<file path="src/sv/bpom_pkg.sv">
package bpom_pkg;

  localparam int unsigned CoordBits = 12;
  localparam int unsigned AreaBits  = 2 * CoordBits;
  localparam int unsigned UniBits   = AreaBits + 1;
  localparam int unsigned RemBits   = UniBits + 1;
  localparam int unsigned QBits     = 17;
  localparam int unsigned ThrBits   = 17;
  localparam int unsigned AddrBits  = 3;

  localparam logic [ThrBits-1:0]   ThrReset = 17'd52429;
  localparam logic [CoordBits-1:0] OffReset = 12'd5;

  localparam logic RegThreshold = 1'b0;
  localparam logic RegOffset    = 1'b1;

  typedef struct packed {
    logic [CoordBits-1:0] a_x;
    logic [CoordBits-1:0] a_y;
    logic [CoordBits-1:0] a_w;
    logic [CoordBits-1:0] a_h;
    logic [CoordBits-1:0] b_x;
    logic [CoordBits-1:0] b_y;
    logic [CoordBits-1:0] b_w;
    logic [CoordBits-1:0] b_h;
  } bpom_in_t;

  typedef struct packed {
    logic [23:0] intersection_area;
    logic [24:0] union_area;
    logic [16:0] iou_ratio;
    logic [16:0] overlap_of_smaller;
    logic        boxes_similar;
    logic        a_inside_b;
    logic        both_large_enough;
  } bpom_out_t;

  typedef struct packed {
    logic                 pos_ok;
    logic                 a_in_b;
    logic                 wide_tall;
  } bpom_flags_t;

  typedef struct packed {
    logic [CoordBits-1:0] ow;
    logic [CoordBits-1:0] oh;
    logic [CoordBits-1:0] aw;
    logic [CoordBits-1:0] ah;
    logic [CoordBits-1:0] bw;
    logic [CoordBits-1:0] bh;
    bpom_flags_t          flags;
  } bpom_geo_t;

  typedef struct packed {
    logic [AreaBits-1:0] inter;
    logic [AreaBits-1:0] area_a;
    logic [AreaBits-1:0] area_b;
    bpom_flags_t         flags;
  } bpom_area_t;

  typedef struct packed {
    logic [AreaBits-1:0] inter;
    logic [UniBits-1:0]  uni;
    logic                az;
    logic                bz;
    logic                uz;
    bpom_flags_t         flags;
  } bpom_side_t;

  typedef struct packed {
    bpom_side_t          side;
    logic [RemBits-1:0]  r_u;
    logic [RemBits-1:0]  r_a;
    logic [RemBits-1:0]  r_b;
    logic [UniBits-1:0]  d_u;
    logic [AreaBits-1:0] d_a;
    logic [AreaBits-1:0] d_b;
    logic [QBits-1:0]    q_u;
    logic [QBits-1:0]    q_a;
    logic [QBits-1:0]    q_b;
  } bpom_div_t;

  function automatic logic [RemBits:0] bpom_step(logic [RemBits-1:0] r,
                                                 logic [UniBits-1:0] d);
    logic              ge;
    logic [RemBits-1:0] s;
    ge = (r >= {1'b0, d});
    s  = ge ? (r - {1'b0, d}) : r;
    return {ge, s[RemBits-2:0], 1'b0};
  endfunction

endpackage

</file>
<file path="src/sv/bpom_prep.sv">
module bpom_prep (
  input  logic                          clk_i,
  input  logic                          rst_ni,
  input  logic [bpom_pkg::CoordBits-1:0] offset_i,
  input  logic                          valid_i,
  output logic                          take_o,
  input  bpom_pkg::bpom_in_t            word_i,
  output logic                          valid_o,
  input  logic                          take_i,
  output bpom_pkg::bpom_div_t           word_o
);

  localparam int unsigned CB = bpom_pkg::CoordBits;
  localparam int unsigned AB = bpom_pkg::AreaBits;
  localparam int unsigned UB = bpom_pkg::UniBits;
  localparam int unsigned RB = bpom_pkg::RemBits;

  logic [2:0] valid_q, valid_d;
  logic [2:0] take;
  bpom_pkg::bpom_geo_t  geo_q, geo_d;
  bpom_pkg::bpom_area_t area_q, area_d;
  bpom_pkg::bpom_div_t  div_q, div_d;

  logic [CB:0]   ax1, bx1, ay1, by1, x1, y1;
  logic [CB-1:0] x0, y0, dx, dy;
  logic [UB-1:0] uni;

  assign take[2] = !valid_q[2] || take_i;
  assign take[1] = !valid_q[1] || take[2];
  assign take[0] = !valid_q[0] || take[1];
  assign take_o  = take[0];

  assign valid_d[0] = take[0] ? valid_i    : valid_q[0];
  assign valid_d[1] = take[1] ? valid_q[0] : valid_q[1];
  assign valid_d[2] = take[2] ? valid_q[1] : valid_q[2];

  always_comb begin
    ax1 = {1'b0, word_i.a_x} + {1'b0, word_i.a_w};
    bx1 = {1'b0, word_i.b_x} + {1'b0, word_i.b_w};
    ay1 = {1'b0, word_i.a_y} + {1'b0, word_i.a_h};
    by1 = {1'b0, word_i.b_y} + {1'b0, word_i.b_h};
    x0  = (word_i.a_x > word_i.b_x) ? word_i.a_x : word_i.b_x;
    y0  = (word_i.a_y > word_i.b_y) ? word_i.a_y : word_i.b_y;
    x1  = (ax1 < bx1) ? ax1 : bx1;
    y1  = (ay1 < by1) ? ay1 : by1;
    dx  = (word_i.a_x > word_i.b_x) ? word_i.a_x - word_i.b_x : word_i.b_x - word_i.a_x;
    dy  = (word_i.a_y > word_i.b_y) ? word_i.a_y - word_i.b_y : word_i.b_y - word_i.a_y;
    geo_d.ow = (x1 > {1'b0, x0}) ? CB'(x1 - {1'b0, x0}) : '0;
    geo_d.oh = (y1 > {1'b0, y0}) ? CB'(y1 - {1'b0, y0}) : '0;
    geo_d.aw = word_i.a_w;
    geo_d.ah = word_i.a_h;
    geo_d.bw = word_i.b_w;
    geo_d.bh = word_i.b_h;
    geo_d.flags.pos_ok = (dx < offset_i) && (dy < offset_i);
    geo_d.flags.a_in_b = (word_i.a_x >= word_i.b_x) && (word_i.a_y >= word_i.b_y) &&
                         (ax1 <= bx1) && (ay1 <= by1);
    geo_d.flags.wide_tall = (word_i.a_w > CB'(1)) && (word_i.a_h > CB'(1)) &&
                            (word_i.b_w > CB'(1)) && (word_i.b_h > CB'(1));
  end

  always_comb begin
    area_d.inter  = AB'(geo_q.ow) * AB'(geo_q.oh);
    area_d.area_a = AB'(geo_q.aw) * AB'(geo_q.ah);
    area_d.area_b = AB'(geo_q.bw) * AB'(geo_q.bh);
    area_d.flags  = geo_q.flags;
  end

  always_comb begin
    uni = {1'b0, area_q.area_a} + {1'b0, area_q.area_b} - {1'b0, area_q.inter};
    div_d.side.inter = area_q.inter;
    div_d.side.uni   = uni;
    div_d.side.az    = (area_q.area_a == '0);
    div_d.side.bz    = (area_q.area_b == '0);
    div_d.side.uz    = (uni == '0);
    div_d.side.flags = area_q.flags;
    div_d.r_u = RB'(area_q.inter);
    div_d.r_a = RB'(area_q.inter);
    div_d.r_b = RB'(area_q.inter);
    div_d.d_u = uni;
    div_d.d_a = area_q.area_a;
    div_d.d_b = area_q.area_b;
    div_d.q_u = '0;
    div_d.q_a = '0;
    div_d.q_b = '0;
  end

  always_ff @(posedge clk_i or negedge rst_ni) begin
    if (!rst_ni) begin
      valid_q <= '0;
    end else begin
      valid_q <= valid_d;
    end
  end

  always_ff @(posedge clk_i) begin
    if (take[0] && valid_i) begin
      geo_q <= geo_d;
    end
    if (take[1] && valid_q[0]) begin
      area_q <= area_d;
    end
    if (take[2] && valid_q[1]) begin
      div_q <= div_d;
    end
  end

  assign valid_o = valid_q[2];
  assign word_o  = div_q;

endmodule

</file>
<file path="config.mk">
export PLATFORM = sky130hd
export DESIGN_NAME = bpom_prep
export DESIGN_NICKNAME = d
export VERILOG_FILES = /design/src/sv/bpom_pkg.sv /design/src/sv/bpom_prep.sv
export SDC_FILE = /design/constraint.sdc
export NUM_CORES = 2
export LEC_CHECK = 0
export BUFFER_PORTS_ARGS = -buffer_cell sky130_fd_sc_hd__buf_2
export CORE_UTILIZATION = 61
export CTS_CLUSTER_DIAMETER = 80
export DETAILED_ROUTE_END_ITERATION = 16
export PLACE_DENSITY_LB_ADDON = 0.25
export SKIP_LAST_GASP = 1
export SLEW_MARGIN = 20
export SYNTH_ARGS = -nofsm -noshare
export SYNTH_HDL_FRONTEND = slang
export SYNTH_SLANG_ARGS = --single-unit
</file>
<file path="constraint.sdc">
create_clock -name clk_i -period 7.7 [get_ports clk_i]
set_input_delay 1.155 -clock clk_i [delete_from_list [all_inputs] [get_ports clk_i]]
set_output_delay 1.155 -clock clk_i [all_outputs]
set_load 0.01 [all_outputs]
</file>
Word level (Yosys, flattened, before mapping)
Cells that the tools add are included.

Word-level logic and storage cells: 84. Output and inout port bits: 259. Register bits after elaboration: 256. Input port bits: 112.

Multiplexer cells: 6. Reductions and logical operators: 19. $mul: 3. Magnitude comparators: 16. Add/subtract/negate cells: 12.

Operators with widths (number): 12-bit by 12-bit multiplier with 24-bit output (3); 12-bit subtractor (6); 12-bit by 12-bit adder with 13-bit output (4); 12-bit by 1-bit > comparator with 1-bit output (second input constant) (4); 24-bit zero test (2); 12-bit 2-to-1 mux (4); 13-bit by 12-bit > comparator with 1-bit output (2); 13-bit less-or-equal comparator (2); 13-bit less-than comparator (2); 13-bit 2-to-1 mux (2); 24-bit by 24-bit adder with 25-bit output (1); 25-bit zero test (1); 25-bit by 24-bit subtractor with 25-bit output (1); 12-bit greater-or-equal comparator (2); 12-bit > comparator (2); 12-bit less-than comparator (2); 1-bit logical AND (10); 1-bit zero test (3); 1-bit logical OR (3).

Logic depth before layout (Yosys ltp)
Depth after elaboration: 5. Mapped depth: 31. Gate-level depth less buffers: 30.

Worst setup path before layout
Ideal clock, no wire load.

Path type: input port to flip-flop. Start point: input port word_i[13] in the netlist's numbering. End point: register geo_q[65] in the netlist's numbering, data pin. Path buffers: 2. Cell stages on the path: 27. Data arrival time: 6751 ps. Path slack: 683 ps. Setup time: 266 ps. Cell sequence: ha_1 a21o_1 a21oi_1 nor2b_1 o21a_1 o41a_1 a21oi_1 o21ai_0 o211ai_1 xor2_1 ha_1 nand2_1 nor3_1 a2111oi_0 buf_2 mux2i_1 ha_1 a21o_1 a21oi_1 a2bb2oi_1 a211o_1 o21ai_0 o41ai_1 o21ai_0 mux2i_1 clkbuf_1 nor2_1.

Longest elaborated chain between the ends: 4. Elaborated cells between the ends (all ways): 5. Classes of those cells: 2 x add/sub; 2 x order compare; 1 x mux.

RTL lines: from (decl) (RTL line bpom_prep.sv:7) `input bpom_pkg::bpom_in_t word_i,`; 12-bit by 12-bit adder with 13-bit output * (RTL line bpom_prep.sv:39) `bx1 = {1'b0, word_i.b_x} + {1'b0, word_i.b_w};`; 13-bit less-than comparator (RTL line bpom_prep.sv:44) `x1 = (ax1 < bx1) ? ax1 : bx1;`; 13-bit 2-to-1 mux * (RTL line bpom_prep.sv:44); 12-bit subtractor or 13-bit by 12-bit > comparator with 1-bit output (tied branches) (RTL line bpom_prep.sv:48) `geo_d.ow = (x1 > {1'b0, x0}) ? CB'(x1 - {1'b0, x0}) : '0;`; to (signal assigned) (RTL line bpom_prep.sv:97) `geo_q <= geo_d;`; to (decl) (RTL line bpom_prep.sv:20) `bpom_pkg::bpom_geo_t geo_q, geo_d;`.

Every way passes the cells marked *; elsewhere a longest branch is shown, timed or not. A chain may end at the register's enable or synchronous reset.

Worst setup path in the final report
Start point: input port word_i[1] in the netlist's numbering. End point: register geo_q[60] in the netlist's numbering, data pin.

Longest elaborated chain between the ends: 4. Elaborated cells between the ends (all ways): 5. Classes of those cells: 2 x add/sub; 2 x order compare; 1 x mux.

RTL lines: 12-bit by 12-bit adder with 13-bit output * (RTL line bpom_prep.sv:41) `by1 = {1'b0, word_i.b_y} + {1'b0, word_i.b_h};`; 13-bit less-than comparator (RTL line bpom_prep.sv:45) `y1 = (ay1 < by1) ? ay1 : by1;`; 13-bit 2-to-1 mux * (RTL line bpom_prep.sv:45); 12-bit subtractor or 13-bit by 12-bit > comparator with 1-bit output (tied branches) (RTL line bpom_prep.sv:49) `geo_d.oh = (y1 > {1'b0, y0}) ? CB'(y1 - {1'b0, y0}) : '0;`.

Marked as above.

==> results.md <==
- # port buffers: 313
- Core Region: 50600 µm²
- Post-cts sizing count: 0
- Aggregate negative setup slack: 0 ps
- Required time reported for the critical path endpoint: 8030 ps
- Met1 Use GR: 41.5%
- I/O pin cnt: 371
- TritonCTS Buffers: 31
- Period utilization: 91.1%
- Cell with the most instances on the worst path: sky130_fd_sc_hd__a21oi_1
- Slowest stage cell, crit path: sky130_fd_sc_hd__o21ai_0
- Total Die Area: 52500 µm²
- Start-to-end type of the worst setup path: input port to flip-flop
- Global-route wire length before repair: 130000 µm
- Worst-Skew Late Latency: 600 ps
- Hpwl dp: 69600 µm
- Endpoint arrival time on the critical path: 7340 ps
- Endpoint kind of the worst setup timing path: flip-flop
- Vias: 23173
- GR Overflow Total: 0
- Final net count: 4278
- Routed vias/inst: 5.58
- Area of the multi-input gates: 20200 µm²
- Register bit count reported by yosys: 256
- Detailed Route WL: 83300 µm
- Clock Skew: 17.1 ps
- TritonCTS clock tree: built
- Pins Over Slew Limit: 0
- Routability congestion estimate: 0.986
- Number of maximum-capacitance constraint violations: 0
- Vertical die dimension: 229 µm
- Status: finished, final reports clean
- Floorplan die width: 229 µm
- Number of fillers in the final layout: 4066
- Max stage delay on crit path: 580 ps
- Vias in the first global route: 23604
- GR Util met2: 55.1%
- Remaining routing DRC violations: 0
- Flip-flop and latch area: 7670 µm²
- Kind of cell adding the most delay to the critical path: compound AO/OA/AOI/OAI gates
- Main synth FF type: sky130_fd_sc_hd__edfxtp_1
- 1st-pass router iterations: 5
- Synth Cell Area: 31500 µm²
- Async set-reset flop share out of synthesis: 1.17%
- Number of library cell types mapped by synthesis: 74
- H-tree depth reported by CTS: 1
- Global Route met3 Usage: 3.64%
- Max Root-Sink Buffers: 3
- Total track usage: 32.1%
- Syn. warnings: 0
- Standard-cell rows: 82
- Starting Density: 62.2%
- Tmin final: 7010 ps
- Sequential fraction of the synthesis area: 24.4%
- Final antenna-violating net count: 0
- Clock transition at path regs: 60 ps
- Type of the tightest min-delay check: input port to asynchronous set/reset pin
- DRT iter0 DRCs: 1656
- Count of hold buffers inserted by post-cts repair: 0
- Critical path origin: word_i[1]
- Upper clock frequency limit: 143 MHz
- Worst Setup Start Kind: input port
- Number of instances in the synthesized netlist: 3289
- Fraction of layout instances using a drive strength above 1: 11.7%
- Setup repair after global routing missed its margin: no
- Relative slew margins: 27.6%
- Buffer cell driving the clock tree root: sky130_fd_sc_hd__clkbuf_16
- Maximum fanout along the worst path: 12
- Area Overhead vs Synth: 6.99%
- Largest net degree at the start of global routing: 72
- Busiest grt layer: met2
- Clock sink count: 256
- Worst flop-to-flop path startpoint: geo_q[16]
- Post-CTS setup-driven buffer insertion count: 0
- Buf/Inv on CP: 2
- EDFF count, synth: 253
- Transition time at the pin with the least slew margin: 1080 ps
- Detailed-route wire length per cell: 20.0 µm
- Average cell area after synthesis: 9.57 µm²
- Number of antenna violations at the first check in global routing: 2
- Final setup violating endpoints: 0
- Final hold violation count: 0
==> layer usage <==
metal	wire length [µm]	share of wire [%]
met4	3520	4.2
met1	34300	41
met2	40100	48
met3	5350	6.4
met5	0	0
==> cells by family (layout without fill, tap and decap cells) <==
group | Yosys count | count (layout) | share of synthesized area [%]
buffers and inverters | 875 | 1012 | 12.3
and+or+nand+nor | 829 | 829 | 12.8
adders and majority gates | 710 | 710 | 36.2
AOI/OAI and AO/OA | 419 | 419 | 8.63
DFF | 256 | 256 | 24.4
xor gates and xnor gates | 150 | 150 | 4.17
muxes | 49 | 49 | 1.59
other | 1 | 58 | 0.0119
==> registers in the layout (all words and copies together), names as in the netlist <==
name     count
valid_q      3
word_o     103
geo_q       72
area_q      75
area_d       3
==> cells in the final DEF, fill, tap and decap left out, drive strengths merged, types with 8 or more instances in the layout <==
| master | netlist | routed |
|---|---|---|
| xor2 | 47 | 47 |
| a31oi | 9 | 9 |
| nor3 | 36 | 36 |
| inv | 631 | 637 |
| o21ai | 90 | 90 |
| a21oi | 124 | 124 |
| xnor2 | 103 | 103 |
| nand2 | 349 | 349 |
| nor2b | 31 | 31 |
| o21a | 13 | 13 |
| and2 | 171 | 171 |
| conb | 1 | 57 |
| or3 | 16 | 16 |
| ha | 375 | 375 |
| a21o | 61 | 61 |
| a21boi | 13 | 13 |
| nor2 | 94 | 94 |
| nand3 | 28 | 28 |
| edfxtp | 253 | 253 |
| fa | 334 | 334 |
| mux2 | 8 | 8 |
| and3 | 12 | 12 |
| mux2i | 41 | 41 |
| o21bai | 24 | 24 |
| nor4 | 30 | 30 |
| clkbuf | 85 | 38 |
| nand4 | 16 | 16 |
| buf | 159 | 323 |
| nand2b | 30 | 30 |
| o31ai | 9 | 9 |
| a211oi | 15 | 15 |
| clkinv | 0 | 10 |
==> synth_stat cells (4+ instances only) <==
master / count / area [µm²]
sky130_fd_sc_hd__mux2i_1: 41 / 410
sky130_fd_sc_hd__edfxtp_1: 253 / 7600
sky130_fd_sc_hd__o211ai_1: 4 / 30.0
sky130_fd_sc_hd__o41ai_1: 4 / 35.0
sky130_fd_sc_hd__o21ai_0: 90 / 450
sky130_fd_sc_hd__o31ai_1: 9 / 67.6
sky130_fd_sc_hd__nor2b_1: 31 / 194
sky130_fd_sc_hd__nor2_1: 94 / 353
sky130_fd_sc_hd__and3_1: 11 / 68.8
sky130_fd_sc_hd__buf_4: 154 / 1160
sky130_fd_sc_hd__ha_1: 375 / 4690
sky130_fd_sc_hd__clkbuf_1: 85 / 319
sky130_fd_sc_hd__a211oi_1: 15 / 113
sky130_fd_sc_hd__inv_1: 631 / 2370
sky130_fd_sc_hd__o21bai_1: 24 / 180
sky130_fd_sc_hd__a31o_2: 4 / 35.0
sky130_fd_sc_hd__a21o_1: 61 / 458
sky130_fd_sc_hd__buf_1: 4 / 15.0
sky130_fd_sc_hd__a21oi_1: 121 / 606
sky130_fd_sc_hd__xnor2_1: 103 / 902
sky130_fd_sc_hd__or2_2: 4 / 25.0
sky130_fd_sc_hd__nor3_1: 36 / 180
sky130_fd_sc_hd__a211o_1: 7 / 61.3
sky130_fd_sc_hd__and2_1: 171 / 1070
sky130_fd_sc_hd__mux2_2: 8 / 90.1
sky130_fd_sc_hd__nor4_1: 29 / 181
sky130_fd_sc_hd__o21a_1: 13 / 97.6
sky130_fd_sc_hd__a21boi_0: 13 / 97.6
sky130_fd_sc_hd__fa_1: 334 / 6690
sky130_fd_sc_hd__nand2_1: 348 / 1310
sky130_fd_sc_hd__nand2b_1: 30 / 188
sky130_fd_sc_hd__or3_1: 16 / 100
sky130_fd_sc_hd__nand3_1: 28 / 140
sky130_fd_sc_hd__nand4_1: 16 / 100
sky130_fd_sc_hd__a31oi_1: 9 / 56.3
sky130_fd_sc_hd__or4_1: 6 / 45.0
sky130_fd_sc_hd__xor2_1: 47 / 412
==> stage by stage <==
step           std cells  hold WS [ps]  area (µm²)  setup WS, ps  util, %
6_report            4155           344       33700           687     66.6
5_1_grt             4154           326       33700           176     66.6
4_1_cts             4154           316       33700           840     66.6
3_5_place_dp        4096           419       32700           238     64.7
3_3_place_gp        4096           404       32700           306     64.7
2_1_floorplan       3345           400       31700           683        -
==> path summary, 6_finish.rpt <==
check                              to  depth (start not counted)  slack [ps]
max                         geo_q[60]                         29         690
min in group clk_i          area_q[1]                          0         440
max reg2reg                area_q[25]                         20        1420
max in group asynchronous  valid_q[2]                          1        7250
min                        valid_q[0]                          1         340
min reg2reg                 area_q[1]                          0         440
==> area by class of cell <==
cell class / instances / area share (%)
flip-flops and latches: 256 / 22.8
well taps: 672 / 2.50
clock buffers: 38 / 2.38
clock inverters: 20 / 0.527
inverters: 631 / 7.03
diodes: 1 / 0.00743
multi-input cells: 2214 / 59.9
repair buffers: 323 / 4.87
Power is not shown: default switching activity piles up to over one toggle a cycle in this logic, so the estimate is an artifact.
