--- config.mk ---
export PLATFORM = sky130hd
export DESIGN_NAME = bpom_div_cell
export DESIGN_NICKNAME = d
export VERILOG_FILES = /design/src/sv/bpom_pkg.sv /design/src/sv/bpom_div_cell.sv
export SDC_FILE = /design/constraint.sdc
export NUM_CORES = 1
export LEC_CHECK = 0
export BUFFER_PORTS_ARGS = -buffer_cell sky130_fd_sc_hd__clkbuf_2
export CORE_AREA = 2 2 203 205
export CTS_CLUSTER_DIAMETER = 60
export CTS_CLUSTER_SIZE = 28
export DETAILED_ROUTE_END_ITERATION = 7
export DIE_AREA = 0 0 205 207
export GPL_TIMING_DRIVEN = 0
export PLACE_DENSITY = 0.58
export SYNTH_ARGS = -nofsm -noshare
export SYNTH_HDL_FRONTEND = slang
export SYNTH_SLANG_ARGS = --single-unit
--- constraint.sdc ---
create_clock -name clk_i -period 7.5 [get_ports clk_i]
set_input_delay 0.375 -clock clk_i [delete_from_list [all_inputs] [get_ports clk_i]]
set_output_delay 0.375 -clock clk_i [all_outputs]
set_load 0.005 [all_outputs]
--- src/sv/bpom_pkg.sv ---
package bpom_pkg;

  localparam int unsigned CoordBits = 12;
  localparam int unsigned AreaBits  = 2 * CoordBits;
  localparam int unsigned UniBits   = AreaBits + 1;
  localparam int unsigned RemBits   = UniBits + 1;
  localparam int unsigned QBits     = 17;
  localparam int unsigned ThrBits   = 17;
  localparam int unsigned AddrBits  = 3;

  localparam logic [ThrBits-1:0]   ThrReset = 17'd52429;
  localparam logic [CoordBits-1:0] OffReset = 12'd5;

  localparam logic RegThreshold = 1'b0;
  localparam logic RegOffset    = 1'b1;

  typedef struct packed {
    logic [CoordBits-1:0] a_x;
    logic [CoordBits-1:0] a_y;
    logic [CoordBits-1:0] a_w;
    logic [CoordBits-1:0] a_h;
    logic [CoordBits-1:0] b_x;
    logic [CoordBits-1:0] b_y;
    logic [CoordBits-1:0] b_w;
    logic [CoordBits-1:0] b_h;
  } bpom_in_t;

  typedef struct packed {
    logic [23:0] intersection_area;
    logic [24:0] union_area;
    logic [16:0] iou_ratio;
    logic [16:0] overlap_of_smaller;
    logic        boxes_similar;
    logic        a_inside_b;
    logic        both_large_enough;
  } bpom_out_t;

  typedef struct packed {
    logic                 pos_ok;
    logic                 a_in_b;
    logic                 wide_tall;
  } bpom_flags_t;

  typedef struct packed {
    logic [CoordBits-1:0] ow;
    logic [CoordBits-1:0] oh;
    logic [CoordBits-1:0] aw;
    logic [CoordBits-1:0] ah;
    logic [CoordBits-1:0] bw;
    logic [CoordBits-1:0] bh;
    bpom_flags_t          flags;
  } bpom_geo_t;

  typedef struct packed {
    logic [AreaBits-1:0] inter;
    logic [AreaBits-1:0] area_a;
    logic [AreaBits-1:0] area_b;
    bpom_flags_t         flags;
  } bpom_area_t;

  typedef struct packed {
    logic [AreaBits-1:0] inter;
    logic [UniBits-1:0]  uni;
    logic                az;
    logic                bz;
    logic                uz;
    bpom_flags_t         flags;
  } bpom_side_t;

  typedef struct packed {
    bpom_side_t          side;
    logic [RemBits-1:0]  r_u;
    logic [RemBits-1:0]  r_a;
    logic [RemBits-1:0]  r_b;
    logic [UniBits-1:0]  d_u;
    logic [AreaBits-1:0] d_a;
    logic [AreaBits-1:0] d_b;
    logic [QBits-1:0]    q_u;
    logic [QBits-1:0]    q_a;
    logic [QBits-1:0]    q_b;
  } bpom_div_t;

  function automatic logic [RemBits:0] bpom_step(logic [RemBits-1:0] r,
                                                 logic [UniBits-1:0] d);
    logic              ge;
    logic [RemBits-1:0] s;
    ge = (r >= {1'b0, d});
    s  = ge ? (r - {1'b0, d}) : r;
    return {ge, s[RemBits-2:0], 1'b0};
  endfunction

endpackage

--- src/sv/bpom_div_cell.sv ---
module bpom_div_cell (
  input  logic                clk_i,
  input  logic                rst_ni,
  input  logic                valid_i,
  output logic                take_o,
  input  bpom_pkg::bpom_div_t word_i,
  output logic                valid_o,
  input  logic                take_i,
  output bpom_pkg::bpom_div_t word_o
);

  localparam int unsigned RB = bpom_pkg::RemBits;
  localparam int unsigned UB = bpom_pkg::UniBits;

  logic valid_q;
  bpom_pkg::bpom_div_t word_q, word_d;
  logic [RB:0] su, sa, sb;

  assign take_o = !valid_q || take_i;

  always_comb begin
    su = bpom_pkg::bpom_step(word_i.r_u, word_i.d_u);
    sa = bpom_pkg::bpom_step(word_i.r_a, UB'(word_i.d_a));
    sb = bpom_pkg::bpom_step(word_i.r_b, UB'(word_i.d_b));
    word_d     = word_i;
    word_d.r_u = su[RB-1:0];
    word_d.r_a = sa[RB-1:0];
    word_d.r_b = sb[RB-1:0];
    word_d.q_u = {word_i.q_u[bpom_pkg::QBits-2:0], su[RB]};
    word_d.q_a = {word_i.q_a[bpom_pkg::QBits-2:0], sa[RB]};
    word_d.q_b = {word_i.q_b[bpom_pkg::QBits-2:0], sb[RB]};
  end

  always_ff @(posedge clk_i or negedge rst_ni) begin
    if (!rst_ni) begin
      valid_q <= 1'b0;
    end else if (take_o) begin
      valid_q <= valid_i;
    end
  end

  always_ff @(posedge clk_i) begin
    if (take_o && valid_i) begin
      word_q <= word_d;
    end
  end

  assign valid_o = valid_q;
  assign word_o  = word_q;

endmodule

# [Word level (Yosys, flattened, before mapping)]
# Cells that the tools add are included.
[totals] input_bits=261 wordCells=30 output_inout_bits=259 reg_bits=255
[classes] add_sub_neg=3 order_cmp=3 muxes=3 reduce_logical=3
[op_table] op="$mux W25" n=3
[op_table] op="$ge A26 B24 Y1" n=2
[op_table] op="$sub A25 B24 Y25" n=2
[op_table] op="$ge A26 B25 Y1" n=1
[op_table] op="$sub A25 B25 Y25" n=1
[op_table] op="$logic_and A1 B1 Y1" n=1
[op_table] op="$logic_not A1 Y1" n=1
[op_table] op="$logic_or A1 B1 Y1" n=1

# [Depth between registers and ports, before layout]
# Gate-level depths: netlist of the first run.
[logic_depth] depth_word=3 depth_mapped=14 depth_no_buf=12

# [Worst setup path before layout of the first run]
# Ideal clock, no wire load.
[synth_path] kind="in2reg" startpoint="input port take_i" endpoint="register word_q (netlist bit word_o[0]) (enable)" n_path_buf=0 setup_time_ns=0.648 slack_ns=0.534 path_stages=2 required_time_ns=6.852 arrival_time_ns=6.318 path_cell_list="nand2b_1 -> and2_1"
[synth_via] elab_chain_cells=2
[synth_lines] element="from (decl)" line_no="bpom_div_cell.sv:8" text="input logic take_i,"
[synth_lines] element="$logic_or A1 B1 Y1" line_no="bpom_div_cell.sv:19" text="assign take_o = !valid_q || take_i;"
[synth_lines] element="$logic_and A1 B1 Y1" line_no="bpom_div_cell.sv:43" text="if (take_o && valid_i) begin"
[synth_lines] element="to (signal assigned)" line_no="bpom_div_cell.sv:44" text="word_q <= word_d;"
[synth_lines] element="to (decl)" line_no="bpom_div_cell.sv:16" text="bpom_pkg::bpom_div_t word_q, word_d;"
# No other way between the ends.
# A chain may end at the register's enable or synchronous reset.

# [Worst setup path in the final report of the first run]
[layout_path] startpoint="input port word_i[51] (netlist name)" endpoint="register word_q (netlist bit word_o[141]), data pin"
[layout_via] elab_chain_cells=2 elab_cells_between_ends=3 cone_classes="add/sub (1); order compare (1); mux (1)"
[layout_lines] element="from (decl)" line_no="bpom_div_cell.sv:6" text="input bpom_pkg::bpom_div_t word_i,"
[layout_lines] element="$sub A25 B24 Y25 or $ge A26 B24 Y1 (tied branches)" line_no="bpom_pkg.sv:88, bpom_pkg.sv:87"
[layout_lines] element="$mux W25 (*)" line_no="bpom_pkg.sv:88" text="s = ge ? (r - {1'b0, d}) : r;"
[layout_lines] element="named net sb[17]" line_no="bpom_div_cell.sv:17" text="logic [RB:0] su, sa, sb;"
# The timed path passes the listed nets; every way through them passes the cells marked *.

==> metrics.md, run 1 <==
| Metric | Value |
|---|---|
| Power per cell area | `roughly 220 nW/µm²` |
| Reg2Reg Setup Slack | `5180 ps` |
| Detailed Route WL | `about 44,000 µm` |
| Critical path peak fanout | `10` |
| H-tree depth | `1` |
| Most area-hungry cell type in the Yosys netlist | `edfxtp_1` |
| IO Pins | `520` |
| Initial antenna violation count | `6` |
| Skew-Pair Late Insertion Delay | `between 500 and 600 ps` |
| First-pass GRT wire length | `between 60,000 and 70,000 µm` |
| Cells after Synth | `1,004` |
| Routability cong. | `0.913` |
| CTS tree | `yes` |
| Number of global-route vias before repair | `11,154` |
| Die footprint | `~42,000 µm²` |
| Post-DP HPWL | `approximately 34,000 µm` |
| CTS Buf Count | `29` |
| Worst-Margin Slew | `slightly below 900 ps` |
| IO Port Bufs | `513` |
| Arr. time, crit path | `3990 ps` |
| R2R Path End | `word_o[179]$_DFFE_PP_` |
| Fin. max-slew vios | `0` |
| Crit path launch | `word_i[51]` |
| Synth top area share | `0.608` |
| Sequential share of the synthesized area | `0.610` |
| Syn Area/Cell | `around 12 µm²` |
| RSZ-0062 raised after global routing | `no` |
| Yosys warns | `0` |
| Path type of the worst setup path | `in -> reg` |
| Crit start category | `input pin` |
| Reg2reg path depth | `4` |
| Period utilization | `0.495` |
| Critical path capture point type | `flip-flop` |
| # resized after CTS | `0` |
| Sink Count | `around 260` |
| Via/cell ratio | `4.75` |
| Dpl ws | `between 3000 and 4000 ps` |
| Die height | `approximately 210 µm` |
| Async S/R FF share, synth | `0.00392` |
| Clock Tree Buf Depth | `3` |
| CP required | `7770 ps` |
| Fin. Hold Viols | `0` |
| Fraction of layout cells with a size suffix above 1 | `0.353` |
| Synth top area cells | `edfxtp_1 (61%), ha_1 (7.3%), a21oi_1 (3.3%)` |
| Fin nets | `2,054` |
| Worst vdd ir | `about 0.00021 V` |
| Routed WL per cell | `a little under 20 µm` |
| Initial Utilization | `0.311` |
| Via count | `around 11,000` |
| Slew Limit Headroom | `0.409` |
| Fmax | `around 270 MHz` |
| Commonest non-fill, non-tap cell in the layout | `clkbuf_2` |
| # setup viols final | `0` |
| Overflow after GRT | `0` |
| Outcome | `finished, final reports clean` |
| Critical path endpoint | `word_o[141]$_DFFE_PP_` |
| Detailed Routing Iterations Pass 1 | `5` |
| Largest net degree at the start of global routing | `74` |
| Iteration-0 DRC Markers | `a little under 500` |
| Tmin final | `~3700 ps` |
| Synthesized cell area | `about 13,000 µm²` |
| Residual DRC count | `0` |
| Post-layout util | `0.461` |
| Worst r2r src | `valid_o$_DFFE_PN0N_` |
| Setup ws final | `3780 ps` |
| Core footprint | `around 40,000 µm²` |
| Setup TNS | `0 ps` |
| P_leak | `approximately 8.4 nW` |
| Most frequent cells in the layout | `clkbuf_2 (513), edfxtp_1 (254), dlygate4sd3_1 (164)` |
| Max-capacitance violation count | `0` |
| Synth unique cells | `just over 70` |
| Synth-to-Final Area Change | `48.2%` |
| Clock skew | `21.6 ps` |
| Synth Register Bits | `roughly 260` |
| GR Util All Layers | `0.200` |
| Overall die width | `205 µm` |
| Clock transition at path regs | `about 80 ps` |
| Post-CTS Setup Bufs | `0` |
| Root buf cell | `clkbuf_16` |
| Post-synth top flop | `edfxtp_1` |
| Row count | `between 70 and 80` |
| Post-synth EDFFs | `254` |
| Routed Antenna Nets | `0` |
| Min-Delay Path Class | `in -> reg` |
worst max-delay path, stage by stage:
cell,delay (ps)
dlygate4sd3_1,520
clkbuf_2,120
ha_1,170
inv_1,60
fa_1,430
a211oi_1,230
o21bai_1,160
a221oi_1,420
o21a_1,310
o21ai_1,130
o21ai_2,320
clkbuf_1,460
o21ai_0,280
where the power goes:
group / switching [W] / total [W] / leakage [nW] / internal, W
registers: 0.0000291 / 0.00173 / 2.43 / 0.00171
clock network: 0.000746 / 0.00157 / 0.521 / 0.000820
logic: 0.000418 / 0.000778 / 5.44 / 0.000361
cell usage after synthesis, types with 3 or more instances:
cell type,number
edfxtp_1,254
inv_1,97
a21oi_1,82
ha_1,73
nor2_1,66
nand2_1,59
o21ai_0,55
a21o_1,34
xnor2_1,32
xor2_1,18
mux2_2,14
nand3_1,14
o21a_1,14
and3_1,11
nand2b_1,11
o21bai_1,10
o31ai_1,10
clkbuf_1,9
nor2b_1,9
a211oi_1,7
a31oi_1,7
and2_1,7
nor3_1,7
buf_2,6
nand4_1,6
or3_1,6
and4_1,5
buf_6,4
mux2i_1,4
nand3b_1,4
o211ai_1,4
o21ai_1,4
a211o_1,3
a311oi_1,3
a31o_2,3
buf_4,3
fa_1,3
o2bb2ai_1,3
or2_2,3
through the flow:
step | std cells | instance area (µm²) | power, W | hold WS (ps)
finish | 2277 | 18600 | 0.00408 | 26.5
global route | 2274 | 18600 | 0.00425 | 3.31
global placement | 2051 | 15800 | 0.00248 | 149
floorplan | 1006 | 12600 | 0.00217 | 79.4
CTS | 2269 | 18600 | 0.00411 | 0.0160
detailed placement | 2054 | 15900 | 0.00247 | 152
how the worst min path moves through the flow:
stage                           start               endpoint  slack, ps  cells after the start
after floorplan                rst_ni    valid_o$_DFFE_PN0N_         80                      0
after global placement         rst_ni    valid_o$_DFFE_PN0N_        150                      1
after detailed placement       rst_ni    valid_o$_DFFE_PN0N_        150                      1
after CTS                 word_i[120]  word_o[120]$_DFFE_PP_       0.02                      1
after global routing      word_i[123]  word_o[123]$_DFFE_PP_          3                      1
final                     word_i[101]  word_o[101]$_DFFE_PP_         30                      1
area by class of cell:
cell class	count	area (µm²)
buffer	22	131
multi-input combinational	631	4410
clock inverter	24	340
fill	3703	21800
antenna	6	15.0
tap	532	666
timing repair buffer	680	4290
inverter	98	368
clock buffer	29	726
sequential	255	7650
cells by family after synthesis:
group,count (synthesis),share of synthesized area
mux,19,0.0169
other cells,1,0.000299
compound gates,269,0.139
fa+ha+maj,76,0.0776
xor+xnor,50,0.0349
buf+inv,120,0.0398
flops,255,0.610
simple gates,214,0.0818
timing repair:
| action | 4_1_cts | 5_1_grt |
|---|---|---|
| hold endpoints to repair | 162 | 2 |
| endpoints found under the setup margin | 0 | 0 |
| hold buffers | 162 | 2 |
flip-flops by register name (all words and copies together) (netlist names):
name and count:
word_o 254, valid_o 1
per-layer routing:
layer / track usage / up-vias / part of all wire
met5: 0 / - / 0.00090
met1: 0.224 / 5112 / 0.38
met3: 0.0532 / 75 / 0.084
met4: 0.0640 / 6 / 0.030
met2: 0.367 / 450 / 0.51
li1: - / 5165 / -
No activity file was read; power rests on OpenSTA's default activity.
==> run 2: changes to the inputs <==
==> constraint.sdc (replaced) <==
create_clock -name clk_i -period 3.6 [get_ports clk_i]
set_input_delay 0.18 -clock clk_i [delete_from_list [all_inputs] [get_ports clk_i]]
set_output_delay 0.18 -clock clk_i [all_outputs]
set_load 0.005 [all_outputs]
==> run 2 against run 1 <==
Final area is 4.6% higher. Critical path depth is 1 higher. Register-to-register slack worse by 3700 ps. Global-route usage is 0.20 points higher. Largest cell class unchanged. Via count is 2.9% higher. Sequential share of layout area is 1.8 points lower. Utilization is 2.1 points higher. Sequential power is 110% higher.
==> metrics.md, run 2 (synthesized netlist as in run 1, its figures left out) <==
| Metric | Value |
|---|---|
| Via count | `11,120 (+2.9%)` |
| Skew-Pair Late Insertion Delay | `570 ps (about the same)` |
| Detailed Route WL | `44,800 µm (+1.1%)` |
| Fin. max-slew vios | `0 (unchanged)` |
| Root buf cell | `clkbuf_16` |
| Number of global-route vias before repair | `11,451 (+2.7%)` |
| Core footprint | `40,400 µm² (unchanged)` |
| GR Util All Layers | `0.202 (+0.00200)` |
| Power per cell area | `435 nW/µm² (+98%)` |
| CTS Buf Count | `28 (-3.4%)` |
| IO Pins | `520 (unchanged)` |
| Path type of the worst setup path | `in -> reg` |
| H-tree depth | `1 (unchanged)` |
| Overall die width | `205 µm (unchanged)` |
| Initial Utilization | `0.311 (unchanged)` |
| First-pass GRT wire length | `65,700 µm (+1.1%)` |
| Setup ws final | `147 ps (-3640 ps)` |
| Outcome | `finished, final reports clean` |
| Iteration-0 DRC Markers | `542 (+12%)` |
| Largest stage delay, worst path | `540 ps (+20 ps)` |
| Crit start category | `input pin` |
| CP Cell Sequence | `dlygate4sd3_1 > clkbuf_2 > inv_1 > ha_1 > inv_1 > fa_1 > a21o_1 > a221oi_2 > nor2_1 > a211oi_1 > o21ai_0 > a311oi_1 > xor2_1 > a21oi_1` |
| Worst vdd ir | `0.000500 V (+140%)` |
| Detailed Routing Iterations Pass 1 | `4 (-1)` |
| Largest register FFs | `254 (unchanged)` |
| Internal power | `0.00599 W (+110%)` |
| Arr. time, crit path | `3740 ps (-250 ps)` |
| Critical path capture point type | `flip-flop` |
| Clock Tree Buf Depth | `3 (unchanged)` |
| Tmin final | `roughly 3500 ps` |
| Critical path peak fanout | `3 (-7)` |
| Fraction of layout cells with a size suffix above 1 | `0.338 (-0.0150)` |
| Period utilization | `0.959` |
| Fin. Hold Viols | `0 (unchanged)` |
| Most frequent cells in the layout | `clkbuf_2 (514), edfxtp_1 (254), dlygate4sd3_1 (247)` |
| Clock transition at path regs | `80 ps (about the same)` |
| Slew Limit Headroom | `0.551 (+0.142)` |
| Fmax | `290 MHz` |
| Critical path's slowest cell | `a211oi_1` |
| Post-DP HPWL | `34,000 µm (+0.88%)` |
| Power share of the combinational group | `0.202 (+0.011)` |
| Row count | `74 (unchanged)` |
| Clock skew | `14.0 ps (-7.63 ps)` |
| Residual DRC count | `0 (unchanged)` |
| Cell repeated most along the worst path | `inv_1` |
| Seq pwr share | `0.427 (+0.002)` |
| Overflow after GRT | `0 (unchanged)` |
| Routed WL per cell | `19.0 µm (-2.5%)` |
| RSZ-0062 raised after global routing | `no` |
| Worst-Margin Slew | `656 ps (-230 ps)` |
| Min-Delay Path Class | `in -> reg` |
| P_leak | `8.73 nW (+4.1%)` |
| Fin nets | `2,137 (+4.0%)` |
| Initial antenna violation count | `5 (-1)` |
| Sink Count | `255 (unchanged)` |
| CP required | `3890 ps (-3880 ps)` |
| Post-layout util | `0.482 (+0.0211)` |
| Routed Antenna Nets | `0 (unchanged)` |
| Worst path bufs/invs | `4 (unchanged)` |
| Commonest non-fill, non-tap cell in the layout | `clkbuf_2` |
| IO Port Bufs | `513 (unchanged)` |
| CTS tree | `yes` |
| Routability cong. | `0.927 (+1.5%)` |
| Psw | `0.00247 W (+110%)` |
| Net Sw Frac | `0.292 (-0.000428)` |
| # setup viols final | `0 (unchanged)` |
| Clock Power Share | `0.371 (-0.013)` |
| Largest net degree at the start of global routing | `70 (-5.4%)` |
| Max-capacitance violation count | `0 (unchanged)` |
| Top cell family by delay on the critical path | `compound AO/OA/AOI/OAI gates` |
| Non-filler cells, final | `2,360 (+3.6%)` |
| Via/cell ratio | `4.71 (-0.73%)` |
| Die footprint | `42,400 µm² (unchanged)` |
| Dpl ws | `-138 ps (-3820 ps)` |
| Die height | `207 µm (unchanged)` |
| Synth-to-Final Area Change | `55.0%` |
| Placed instance count | `2,055 (+0.049%)` |
run 2: cell count changes in the layout (fill, tap and decap cells not counted), sizes merged:
cell / delta
clkinvlp: +2
dlygate4sd3: +83
clkinv: +5
buf: +1
bufinv: -1
inv: -7
run 2: worst reg2reg max path: cells and delay by family (launching register included):
family	cells	cell delay, ps
and+or+nand+nor	2	330
buffers and inverters	3	980
DFF	1	380
run 2: through the flow:
step                instance area [µm²]  TNS [ps]  hold WS, ps  power [W]
floorplan                         12600         0         -116    0.00449
global placement                  15800     -81.8        -42.7    0.00513
detailed placement                15900      -233        -42.7    0.00515
CTS                               19400         0         3.03    0.00854
global route                      19400         0         21.4    0.00883
finish                            19400         0         34.7    0.00846
run 2: repair_timing:
action	CTS	global route
gates resized for setup	0	2
hold buffers	247	0
buffers inserted	0	0
setup endpoints to repair	0	7
hold endpoints to repair	246	0
run 2: final timing paths:
check | cells after the start | to | slack, ps | from
max in group asynchronous | 3 | valid_o$_DFFE_PN0N_ | 3060 | rst_ni
min | 3 | word_o[196]$_DFFE_PP_ | 30 | word_i[195]
min reg2reg | 2 | word_o[63]$_DFFE_PP_ | 820 | valid_o$_DFFE_PN0N_
min in group asynchronous | 3 | valid_o$_DFFE_PN0N_ | 440 | rst_ni
max | 14 | word_o[201]$_DFFE_PP_ | 150 | word_i[176]
max reg2reg | 5 | word_o[182]$_DFFE_PP_ | 1520 | valid_o$_DFFE_PN0N_
run 2: power groups by stage:
| stage | Sequential, W | Combinational, W | Clock, W |
|---|---|---|---|
| 3_3_place_gp | 0.00369 | 0.00144 | 0 |
| 6_report | 0.00361 | 0.00171 | 0.00314 |
| 5_1_grt | 0.00363 | 0.00187 | 0.00332 |
| 3_5_place_dp | 0.00368 | 0.00147 | 0 |
| 4_1_cts | 0.00361 | 0.00171 | 0.00322 |
| 2_1_floorplan | 0.00371 | 0.000781 | 0 |
run 2: layout make-up:
type	instances	area (µm²)
well taps	532	666
repair buffers	764	5150
diodes	6	15.0
inverters	98	368
multi-input cells	631	4410
fillers	3617	20900
flip-flops and latches	255	7650
plain buffers	22	133
clock inverters	23	332
clock buffers	29	726
run 2: metal layers:
metal  routed length (µm)  GRT usage
met1                16800      0.224
met2                22900      0.376
met3                 3740     0.0524
met4                 1300     0.0610
met5                    0          0
